`config.mk`:
```
export PLATFORM = sky130hd
export DESIGN_NAME = int64_to_decimal_ascii
export DESIGN_NICKNAME = d
export VERILOG_FILES = /design/src/i2d_pkg.sv /design/src/int64_to_decimal_ascii.sv /design/src/i2d_bcd_step.sv
export SDC_FILE = /design/constraint.sdc
export NUM_CORES = 1
export LEC_CHECK = 0
export BUFFER_PORTS_ARGS = -buffer_cell sky130_fd_sc_hd__buf_2
export CAP_MARGIN = 25
export CORE_UTILIZATION = 35
export DETAILED_ROUTE_END_ITERATION = 6
export HOLD_SLACK_MARGIN = 0.1
export PLACE_DENSITY = 0.53
export SETUP_SLACK_MARGIN = 0.5
export SLEW_MARGIN = 0
export SYNTH_ARGS = -nofsm -noshare
export SYNTH_HDL_FRONTEND = slang
export SYNTH_SLANG_ARGS = --single-unit
export TNS_END_PERCENT = 50
```
`constraint.sdc`:
```
create_clock -name clk -period 5.5 [get_ports clk]
set_clock_uncertainty 0.1 [all_clocks]
set_input_delay 0.55 -clock clk [delete_from_list [all_inputs] [get_ports clk]]
set_output_delay 0.55 -clock clk [all_outputs]
set_load 0.01 [all_outputs]
```
`src/i2d_pkg.sv`:
```
// Shared widths, character codes and types for the integer to decimal text converter.
`timescale 1ns / 1ps

package i2d_pkg;

    localparam int DATA_W     = 64;
    localparam int BCD_DIGITS = 20;
    localparam int BCD_W      = BCD_DIGITS * 4;
    localparam int CHAR_W     = 6;
    localparam int COUNT_W    = $clog2(DATA_W);
    localparam int NDIG_W     = $clog2(BCD_DIGITS + 1);

    localparam logic [CHAR_W-1:0] CHAR_MINUS = 6'd45;
    localparam logic [CHAR_W-1:0] CHAR_ZERO  = 6'd48;
    localparam logic [CHAR_W-1:0] CHAR_NINE  = 6'd57;

    typedef logic [3:0]       digit_t;
    typedef logic [BCD_W-1:0] bcd_t;

endpackage

```
`src/int64_to_decimal_ascii.sv`:
```
// Top level: signed 64-bit integer to decimal ASCII text, one character per cycle while digits are emitted.
//
//   channel   direction  handshake              payload
//   command   in         start while !busy      value
//   result    out        valid (one cycle)      text_char, last
//
// A command is taken at a clock edge with start high and busy low; a minus sign, if
// any, leaves the cycle after. The shared shift-and-adjust unit takes one step per
// magnitude bit; the 20 - n leading zero slots of n digits drop one per cycle, then
// the first kept digit is found, and the n digits leave one per cycle. Busy stays
// high until the final character, which shows in the first idle cycle, when the next
// command can already be taken. Reset is asynchronous and active low and leaves the
// block idle. The receiver cannot stall.
`timescale 1ns / 1ps

module int64_to_decimal_ascii
(
    input  logic                          clk,
    input  logic                          rst_n,
    input  logic                          start,
    output logic                          busy,
    input  logic signed [63:0]            value,
    output logic                          valid,
    output logic [i2d_pkg::CHAR_W-1:0]    text_char,
    output logic                          last
);

    localparam logic [1:0] ST_IDLE = 2'd0;
    localparam logic [1:0] ST_CONV = 2'd1;
    localparam logic [1:0] ST_SKIP = 2'd2;
    localparam logic [1:0] ST_EMIT = 2'd3;

    logic [1:0]                        state_reg, state_next;
    logic                              valid_reg, valid_next;
    logic [i2d_pkg::DATA_W-1:0]        mag_reg, mag_next;
    i2d_pkg::bcd_t                     bcd_reg, bcd_next;
    logic [i2d_pkg::COUNT_W-1:0]       cnt_reg, cnt_next;
    logic [i2d_pkg::NDIG_W-1:0]        ndig_reg, ndig_next;
    logic [i2d_pkg::CHAR_W-1:0]        char_reg, char_next;
    logic                              last_reg, last_next;

    i2d_pkg::bcd_t                     step_out;
    i2d_pkg::digit_t                   top_digit;
    logic                              accept;

    assign accept    = start && (state_reg == ST_IDLE);
    assign top_digit = bcd_reg[i2d_pkg::BCD_W-1 -: 4];

    // Shared shift-and-adjust unit
    i2d_bcd_step u_step
    (
        .bcd_in  (bcd_reg),
        .bit_in  (mag_reg[i2d_pkg::DATA_W-1]),
        .bcd_out (step_out)
    );

    // Sequence conversion, zero skip and emission
    always_comb
    begin
        state_next = state_reg;
        valid_next = 1'b0;
        mag_next   = mag_reg;
        bcd_next   = bcd_reg;
        cnt_next   = cnt_reg;
        ndig_next  = ndig_reg;
        char_next  = char_reg;
        last_next  = last_reg;
        unique case (state_reg)
            ST_IDLE:
            begin
                if (accept)
                begin
                    mag_next   = value[i2d_pkg::DATA_W-1] ? (64'd0 - value) : value;
                    bcd_next   = '0;
                    cnt_next   = '0;
                    // Emit the minus sign right away
                    valid_next = value[i2d_pkg::DATA_W-1];
                    char_next  = i2d_pkg::CHAR_MINUS;
                    last_next  = 1'b0;
                    state_next = ST_CONV;
                end
            end
            ST_CONV:
            begin
                bcd_next = step_out;
                mag_next = {mag_reg[i2d_pkg::DATA_W-2:0], 1'b0};
                cnt_next = cnt_reg + 1'b1;
                if (cnt_reg == i2d_pkg::COUNT_W'(i2d_pkg::DATA_W - 1))
                begin
                    ndig_next  = i2d_pkg::NDIG_W'(i2d_pkg::BCD_DIGITS);
                    state_next = ST_SKIP;
                end
            end
            ST_SKIP:
            begin
                // Drop leading zero digits, keep at least one
                if ((top_digit == 4'd0) && (ndig_reg != i2d_pkg::NDIG_W'(1)))
                begin
                    bcd_next  = {bcd_reg[i2d_pkg::BCD_W-5:0], 4'd0};
                    ndig_next = ndig_reg - 1'b1;
                end
                else
                begin
                    state_next = ST_EMIT;
                end
            end
            ST_EMIT:
            begin
                valid_next = 1'b1;
                char_next  = i2d_pkg::CHAR_ZERO + {2'b00, top_digit};
                last_next  = (ndig_reg == i2d_pkg::NDIG_W'(1));
                bcd_next   = {bcd_reg[i2d_pkg::BCD_W-5:0], 4'd0};
                ndig_next  = ndig_reg - 1'b1;
                if (ndig_reg == i2d_pkg::NDIG_W'(1))
                begin
                    state_next = ST_IDLE;
                end
            end
            default:
            begin
                state_next = ST_IDLE;
            end
        endcase
    end

    // Hold control state
    always_ff @(posedge clk or negedge rst_n)
    begin
        if (!rst_n)
        begin
            state_reg <= ST_IDLE;
            valid_reg <= 1'b0;
        end
        else
        begin
            state_reg <= state_next;
            valid_reg <= valid_next;
        end
    end

    // Hold datapath
    always_ff @(posedge clk)
    begin
        mag_reg  <= mag_next;
        bcd_reg  <= bcd_next;
        cnt_reg  <= cnt_next;
        ndig_reg <= ndig_next;
        char_reg <= char_next;
        last_reg <= last_next;
    end

    assign busy      = (state_reg != ST_IDLE);
    assign valid     = valid_reg;
    assign text_char = char_reg;
    assign last      = last_reg;

endmodule

```
`src/i2d_bcd_step.sv`:
```
// One shift-and-adjust step of binary to BCD conversion over all BCD digits.
`timescale 1ns / 1ps

module i2d_bcd_step
(
    input  i2d_pkg::bcd_t bcd_in,
    input  logic          bit_in,
    output i2d_pkg::bcd_t bcd_out
);

    i2d_pkg::bcd_t adj;

    // Add three to every digit of five or more, each digit on its own
    always_comb
    begin
        for (int i = 0; i < i2d_pkg::BCD_DIGITS; i++)
        begin
            if (bcd_in[i*4 +: 4] >= 4'd5)
            begin
                adj[i*4 +: 4] = bcd_in[i*4 +: 4] + 4'd3;
            end
            else
            begin
                adj[i*4 +: 4] = bcd_in[i*4 +: 4];
            end
        end
    end

    // Shift the next binary bit in at the bottom
    assign bcd_out = {adj[i2d_pkg::BCD_W-2:0], bit_in};

endmodule

```
==> results of run 1 <==
==> timing repair <==
item / CTS / global route
setup buffers: 0 / 0
endpoints found under the hold margin: 3 / 0
hold buffers: 1 / 0
==> routing by layer <==
metal / up-vias / wire length [um] / track usage, %
met5: - / 32 / 0
met2: 131 / 10600 / 25.4
met3: 28 / 949 / 3.63
met4: 6 / 269 / 4.86
li1: 4122 / - / -
met1: 3805 / 10900 / 19.9
==> layout make-up <==
| type | count | area (um^2) |
|---|---|---|
| multi-input cells | 814 | 5210 |
| clock buffers | 23 | 478 |
| well taps | 384 | 480 |
| clock inverters | 9 | 151 |
| fillers | 2919 | 17200 |
| repair buffers | 87 | 483 |
| diodes | 2 | 5.00 |
| inverters | 52 | 195 |
| flip-flops and latches | 164 | 4910 |
==> power by group <==
group,total [mW],internal [mW],switching (mW)
logic,2.74,1.03,1.71
clock network,1.28,0.796,0.489
registers,2.81,2.39,0.419
total,6.83,4.21,2.62
==> cell families after synthesis <==
| group | synth area share, % |
|---|---|
| AO/OA/AOI/OAI | 17.8 |
| XOR/XNOR | 5.68 |
| adder cells (fa/ha/maj) | 5.97 |
| buffers and inverters | 3.87 |
| flip-flops | 46.8 |
| multiplexers | 1.15 |
| other | 0.0358 |
| AND/OR/NAND/NOR | 18.6 |
==> cell usage after synthesis (6+ instances only) <==
library cell / instances
sky130_fd_sc_hd__nand2b_1: 28
sky130_fd_sc_hd__nand2_1: 119
sky130_fd_sc_hd__nand4_1: 14
sky130_fd_sc_hd__clkbuf_1: 48
sky130_fd_sc_hd__nor3_1: 16
sky130_fd_sc_hd__nor2b_1: 19
sky130_fd_sc_hd__a22oi_1: 25
sky130_fd_sc_hd__o21ai_0: 131
sky130_fd_sc_hd__nor3b_1: 32
sky130_fd_sc_hd__xor2_1: 36
sky130_fd_sc_hd__xnor2_1: 32
sky130_fd_sc_hd__ha_1: 50
sky130_fd_sc_hd__o31ai_1: 28
sky130_fd_sc_hd__or3_1: 8
sky130_fd_sc_hd__or4_1: 6
sky130_fd_sc_hd__a311o_1: 13
sky130_fd_sc_hd__nand4b_1: 13
sky130_fd_sc_hd__edfxtp_1: 161
sky130_fd_sc_hd__nand3_1: 30
sky130_fd_sc_hd__nor4_1: 7
sky130_fd_sc_hd__and2_1: 8
sky130_fd_sc_hd__a21oi_1: 70
sky130_fd_sc_hd__nor2_1: 64
sky130_fd_sc_hd__mux2_2: 8
sky130_fd_sc_hd__o41ai_1: 14
sky130_fd_sc_hd__inv_1: 52
sky130_fd_sc_hd__a211o_1: 9
==> worst max-delay path: stages <==
cell	delay, ps
sky130_fd_sc_hd__buf_2	120
sky130_fd_sc_hd__nor4_1	510
sky130_fd_sc_hd__nand4b_1	450
sky130_fd_sc_hd__nor4_4	830
sky130_fd_sc_hd__buf_4	340
sky130_fd_sc_hd__a211oi_1	100
sky130_fd_sc_hd__a311o_1	340
==> worst min-delay path by stage <==
stage	start	to	slack (ps)	cells after the start
3_5_place_dp	rst_n	valid$_DFF_PN0_	250	1
6_report	rst_n	valid$_DFF_PN0_	350	2
3_3_place_gp	rst_n	valid$_DFF_PN0_	250	1
5_1_grt	rst_n	valid$_DFF_PN0_	330	2
2_1_floorplan	rst_n	state_reg[0]$_DFFE_PN0P_	150	0
4_1_cts	rst_n	valid$_DFF_PN0_	320	2
==> through the flow <==
step / instances / util [%] / cell area, um^2
5_1_grt: 1534 / 40.9 / 11900
3_5_place_dp: 1500 / 38.7 / 11300
3_3_place_gp: 1499 / 38.7 / 11200
6_report: 1535 / 41.0 / 11900
4_1_cts: 1533 / 40.9 / 11900
2_1_floorplan: 1084 / - / 10500
==> results.toml, run 1 <==
[status]
run_status = "complete, no violations"

[final_layout]
final_layout_size_suffix_gt1_share_pct = 11.7
fin_nets = 1253
number_of_flip_flops_in_the_largest_register = 80
flow.area_growth_from_synthesis_pct = 13.7
most_frequent_cells_in_the_layout = "sky130_fd_sc_hd__edfxtp_1, sky130_fd_sc_hd__o21ai_0, sky130_fd_sc_hd__nand2_1"
final_common_cell = "sky130_fd_sc_hd__edfxtp_1"

[logic_synthesis]
post_synth.cell_area_avg_um2 = 9.67
post_synthesis_instance_area_um2 = 10500
synth-async-reset-ratio_pct = 1.83
ys_seq_area_share_pct = 46.8
yosys.cell_types.count = 50
synthTopCellsByArea = "sky130_fd_sc_hd__edfxtp_1, sky130_fd_sc_hd__o21ai_0, sky130_fd_sc_hd__ha_1"
ys.flop_type = "sky130_fd_sc_hd__edfxtp_1"
count_of_flip_flops_with_a_built_in_enable_after_synthesis = 161
cell_type_with_the_largest_total_area_after_synthesis = "sky130_fd_sc_hd__edfxtp_1"
synthesis.yosys.warnings = 0
synth_fp_nets = 1201
gate_count_after_technology_mapping = 1084
post-synth-top-area-fraction_pct = 46.1
postSynthRegisterBits = 164

[critical_path]
worstPathRequired_ps = 5580
reg2reg_depth = 6
crit_path_end_kind = "flop"
worstSetupStartpoint = "value[24]"
crit_path_max_fanout = 14
path_class = "in2reg"
r2r_end = "bcd_reg[8]$_DFFE_PP_"
r2r-start = "state_reg[0]$_DFFE_PN0P_"
setup.worst_path.start_class = "input pin"
internal_reg_to_reg_setup_slack_ps = 2750
timing.critical_path.arrival_ps = 3240
worstSetupEndpoint = "mag_reg[58]$_DFFE_PP_"

[cts]
cts_inserted_buffers = 17
cts_buffer_depth = 2
post_cts_resize_count = 0
clkSlewWorstSetupHoldPaths_ps = 60
h_tree_levels = 4
clock_insertion_delay_worst_skew_ps = 430
clock_sinks = 164
cts_tree = "built"
clk_root_buffer_cell = "sky130_fd_sc_hd__clkbuf_16"

[grt]
gr-usage-all-layers_pct = 15.4
initial_antenna_violation_count = 5
grt_start_max_net_pins = 80
global_route_wire_length_before_repair_um = 38500
grt_pass1_vias = 7878
globalRoute.totalOverflow = 0

[routing]
drt-pass1-iter-count = 7
detail_routed_via_count_per_cell = 5.27
via_count = 8092
wl_um = 22800
wl_per_cell_um = 14.8
drc = 0
postRouteAntennaNets = 0
drt_initial_violations = 546

[place]
port_buffer_count = 74
detailed_place_hpwl_um = 15200
place_congestion = 0.782
place_worst_setup_slack_ps = 1870

[sta]
timing.final.crit_share_pct = 57.4
setup_total_negative_slack_ps = 0
finalCriticalPeriod_ps = 3160
timing_worst_slew_pin_value_ps = 944
worst_slew_margin_rel_pct = 37.0
final.hold.worst_slack_ps = 346
worst_slack_ps = 2340
number_of_max_slew_violations_in_the_final_report = 0
maxClockFrequency_mhz = 317
timing.final.setup_violations = 0
hold_viol = 0
rsz0062_at_grt = "false"

[job]
drv_cap = 0

[die]
core.rowCount = 62
floorplan_die_area_um2 = 30600
floorplan.initialDensity_pct = 36.0
die_h_um = 175
floorplan.die.width_um = 175
boundaryPins = 76
fp.coreArea_um2 = 29100

[power]
p_per_area_nw_per_um2 = 573
irDropWorstVdd_mv = 0.248
power.static_leakage_nw = 4.23
total_power_mw = 6.83

[min_path]
hp-class = "in2async"
Note: power is estimated with default switching activity, not from simulation.
==> inputs of run 2 (changes only) <==
ABC_AREA = 1   (was not set)
clock period = 3.3 ns   (was 5.5 ns; I/O delays follow)
==> run 2 against run 1 <==
Net effect: via count is 17% higher; sequential share of layout area down 2.2 points; area after synthesis rose by 6.6%.
==> results.toml, run 2 <==
[status]
run_status = "complete, no violations"

[sta]
timing.final.setup_violations = 0
hold_viol = 0
finalCriticalPeriod_ps = 2260
maxClockFrequency_mhz = 443
rsz0062_at_grt = "false"
number_of_max_slew_violations_in_the_final_report = 0
timing_worst_slew_pin_value_ps = 808
setup_total_negative_slack_ps = 0
worst_slew_margin_rel_pct = 46.1
timing.final.crit_share_pct = 68.4

[final_layout]
flow.area_growth_from_synthesis_pct = 12.6
seq_area_um2 = 4910
final_layout_size_suffix_gt1_share_pct = 12.7
final_non_filler_cell_total = 1882
fin_nets = 1584
multi_input_comb_area_um2 = 5410
most_frequent_cells_in_the_layout = "sky130_fd_sc_hd__nand2_1, sky130_fd_sc_hd__nor2_1, sky130_fd_sc_hd__inv_1"
number_of_flip_flops_in_the_largest_register = 80
insertedDiodeCount = 0
final_common_cell = "sky130_fd_sc_hd__nand2_1"
final_util_pct = 40.0
nFillCells = 3201

[logic_synthesis]
gate_count_after_technology_mapping = 1401
post_synth.cell_area_avg_um2 = 7.98
synth-async-reset-ratio_pct = 1.83
cell_type_with_the_largest_total_area_after_synthesis = "sky130_fd_sc_hd__edfxtp_1"
ys.flop_type = "sky130_fd_sc_hd__edfxtp_1"
count_of_flip_flops_with_a_built_in_enable_after_synthesis = 161
synthesis.yosys.warnings = 0
post_synthesis_instance_area_um2 = 11200
synth_fp_nets = 1518
ys_seq_area_share_pct = 43.9
postSynthRegisterBits = 164
yosys.cell_types.count = 41
leading_cell_types_by_count_after_synthesis = "sky130_fd_sc_hd__nand2_1, sky130_fd_sc_hd__nor2_1, sky130_fd_sc_hd__inv_1"
most_common_cell_in_the_synthesized_netlist = "sky130_fd_sc_hd__nand2_1"
post-synth-top-area-fraction_pct = 43.3
synthTopCellsByArea = "sky130_fd_sc_hd__edfxtp_1, sky130_fd_sc_hd__nand2_1, sky130_fd_sc_hd__nor2_1"

[die]
floorplan.initialDensity_pct = 35.5
floorplan.die.width_um = 181
floorplan_die_area_um2 = 32600
die_h_um = 181
fp.coreArea_um2 = 31500
boundaryPins = 76
core.rowCount = 65

[power]
power.static_leakage_nw = 5.26
p_per_area_nw_per_um2 = 919
irDropWorstVdd_mv = 0.571

[critical_path]
setup.worst_path.start_class = "flop"
cp_slowest_cell = "sky130_fd_sc_hd__a21oi_4"
critical-path-top-delay-family = "compound AO/OA/AOI/OAI gates"
cpPeakStageDelay_ps = 530
timing.critical_path.arrival_ps = 2280
number_of_buffer_and_inverter_stages_on_the_critical_path = 3
path_class = "reg2reg"
worst_path_most_repeated_cell = "sky130_fd_sc_hd__inv_1"
crit_path_max_fanout = 34
worstPathRequired_ps = 3330
crit_path_end_kind = "flop"
cp_cell_sequence = "inv_1, ha_1, inv_1, nor2_1, a21oi_4, buf_12"

[routing]
drt_initial_violations = 571
detail_routed_via_count_per_cell = 5.05
postRouteAntennaNets = 0
via_count = 9498
wl_um = 27600
drt-pass1-iter-count = 7
wl_per_cell_um = 14.7
drc = 0

[grt]
globalRoute.totalOverflow = 0
grt_util_met1_pct = 23.7
grt_met2_usage_pct = 28.0
grt_most_used_layer = "met2"
grt_use_met3_pct = 3.13
gr-usage-all-layers_pct = 17.3
global_route_wire_length_before_repair_um = 45500
grt_start_max_net_pins = 81
grt_pass1_vias = 9063
initial_antenna_violation_count = 0

[cts]
cts_buffer_depth = 2
post_cts_setup_buffers = 0
cts_tree = "built"
cts_inserted_buffers = 17
clk_root_buffer_cell = "sky130_fd_sc_hd__clkbuf_16"
clkSlewWorstSetupHoldPaths_ps = 70
clock_insertion_delay_worst_skew_ps = 440
h_tree_levels = 4
clock_sinks = 164

[place]
placed_cells_incl_taps = 1847
place_congestion = 0.912
port_buffer_count = 74
detailed_place_hpwl_um = 19500

[min_path]
hp-class = "in2reg"

[job]
drv_cap = 0
run 2: cell types whose count changed in the layout (fill, tap and decap cells not counted), sizes merged, moves of 27 or more:
cell	previous run	this run
xnor2	32	5
inv	52	182
o22ai	0	42
nand3	30	83
o31ai	28	0
nand2b	28	0
nor2	64	257
nor3b	32	0
nand2	119	332
run 2: layer usage:
layer | part of all wire (%) | routed length, um
met1 | 48 | 13300
met2 | 46 | 12700
met3 | 4.5 | 1240
met5 | 0 | 0
met4 | 1.3 | 371
run 2: final cells by class:
| type | instances | share of cell area, % |
|---|---|---|
| clock buffers | 18 | 3.41 |
| well taps | 402 | 4.00 |
| repair buffers | 87 | 4.08 |
| inverters | 175 | 5.22 |
| multi-input cells | 1022 | 43.0 |
| clock inverters | 14 | 1.32 |
| flip-flops and latches | 164 | 39.0 |
run 2: cell families after synthesis:
family,Yosys count,share of synthesized area (%)
flops,164,43.9
xor+xnor,17,1.33
simple gates,698,26.9
other cells,1,0.0336
buf+inv,215,7.85
compound gates,256,14.3
fa+ha+maj,50,5.60
run 2: power breakdown:
part / internal [mW] / total (mW) / switching (mW)
clock: 1.14 / 2.09 / 0.950
sequential: 4.01 / 4.56 / 0.557
combinational: 1.57 / 4.91 / 3.34
run 2: worst paths after layout:
check / endpoint / cells past startpoint / start / slack (ps)
max: mag_reg[51]$_DFFE_PP_ / 6 / state_reg[0]$_DFFE_PN0P_ / 1040
min: mag_reg[0]$_SDFFCE_PP0P_ / 3 / value[0] / 140
max reg2reg: mag_reg[51]$_DFFE_PP_ / 6 / state_reg[0]$_DFFE_PN0P_ / 1040
min reg2reg: mag_reg[22]$_DFFE_PP_ / 2 / mag_reg[21]$_DFFE_PP_ / 410
max in group asynchronous: valid$_DFF_PN0_ / 3 / rst_n / 2300
min in group asynchronous: state_reg[1]$_DFFE_PN0P_ / 3 / rst_n / 650
run 2: through the flow:
step | total power [mW] | cell area (um^2) | setup slack, ps | hold WS, ps
final | 11.6 | 12600 | 1040 | 144
after CTS | 11.7 | 12600 | 1030 | 125
after detailed placement | 9.56 | 12000 | 1030 | 25.2
after global placement | 9.51 | 12000 | 1060 | 26.0
after global routing | 12.6 | 12600 | 896 | 152
after floorplan | 8.26 | 11200 | 509 | -65.6
run 2: worst min-delay path, delay by kind of cell:
family	cells	cell delay (ps)
and+or+nand+nor	1	90
buffers and inverters	2	150
run 2: timing repair:
item                                    CTS  global route
endpoints found under the setup margin    0             0
gates resized for setup                   0             0
hold endpoints to repair                  4             0
hold buffers                              3             0
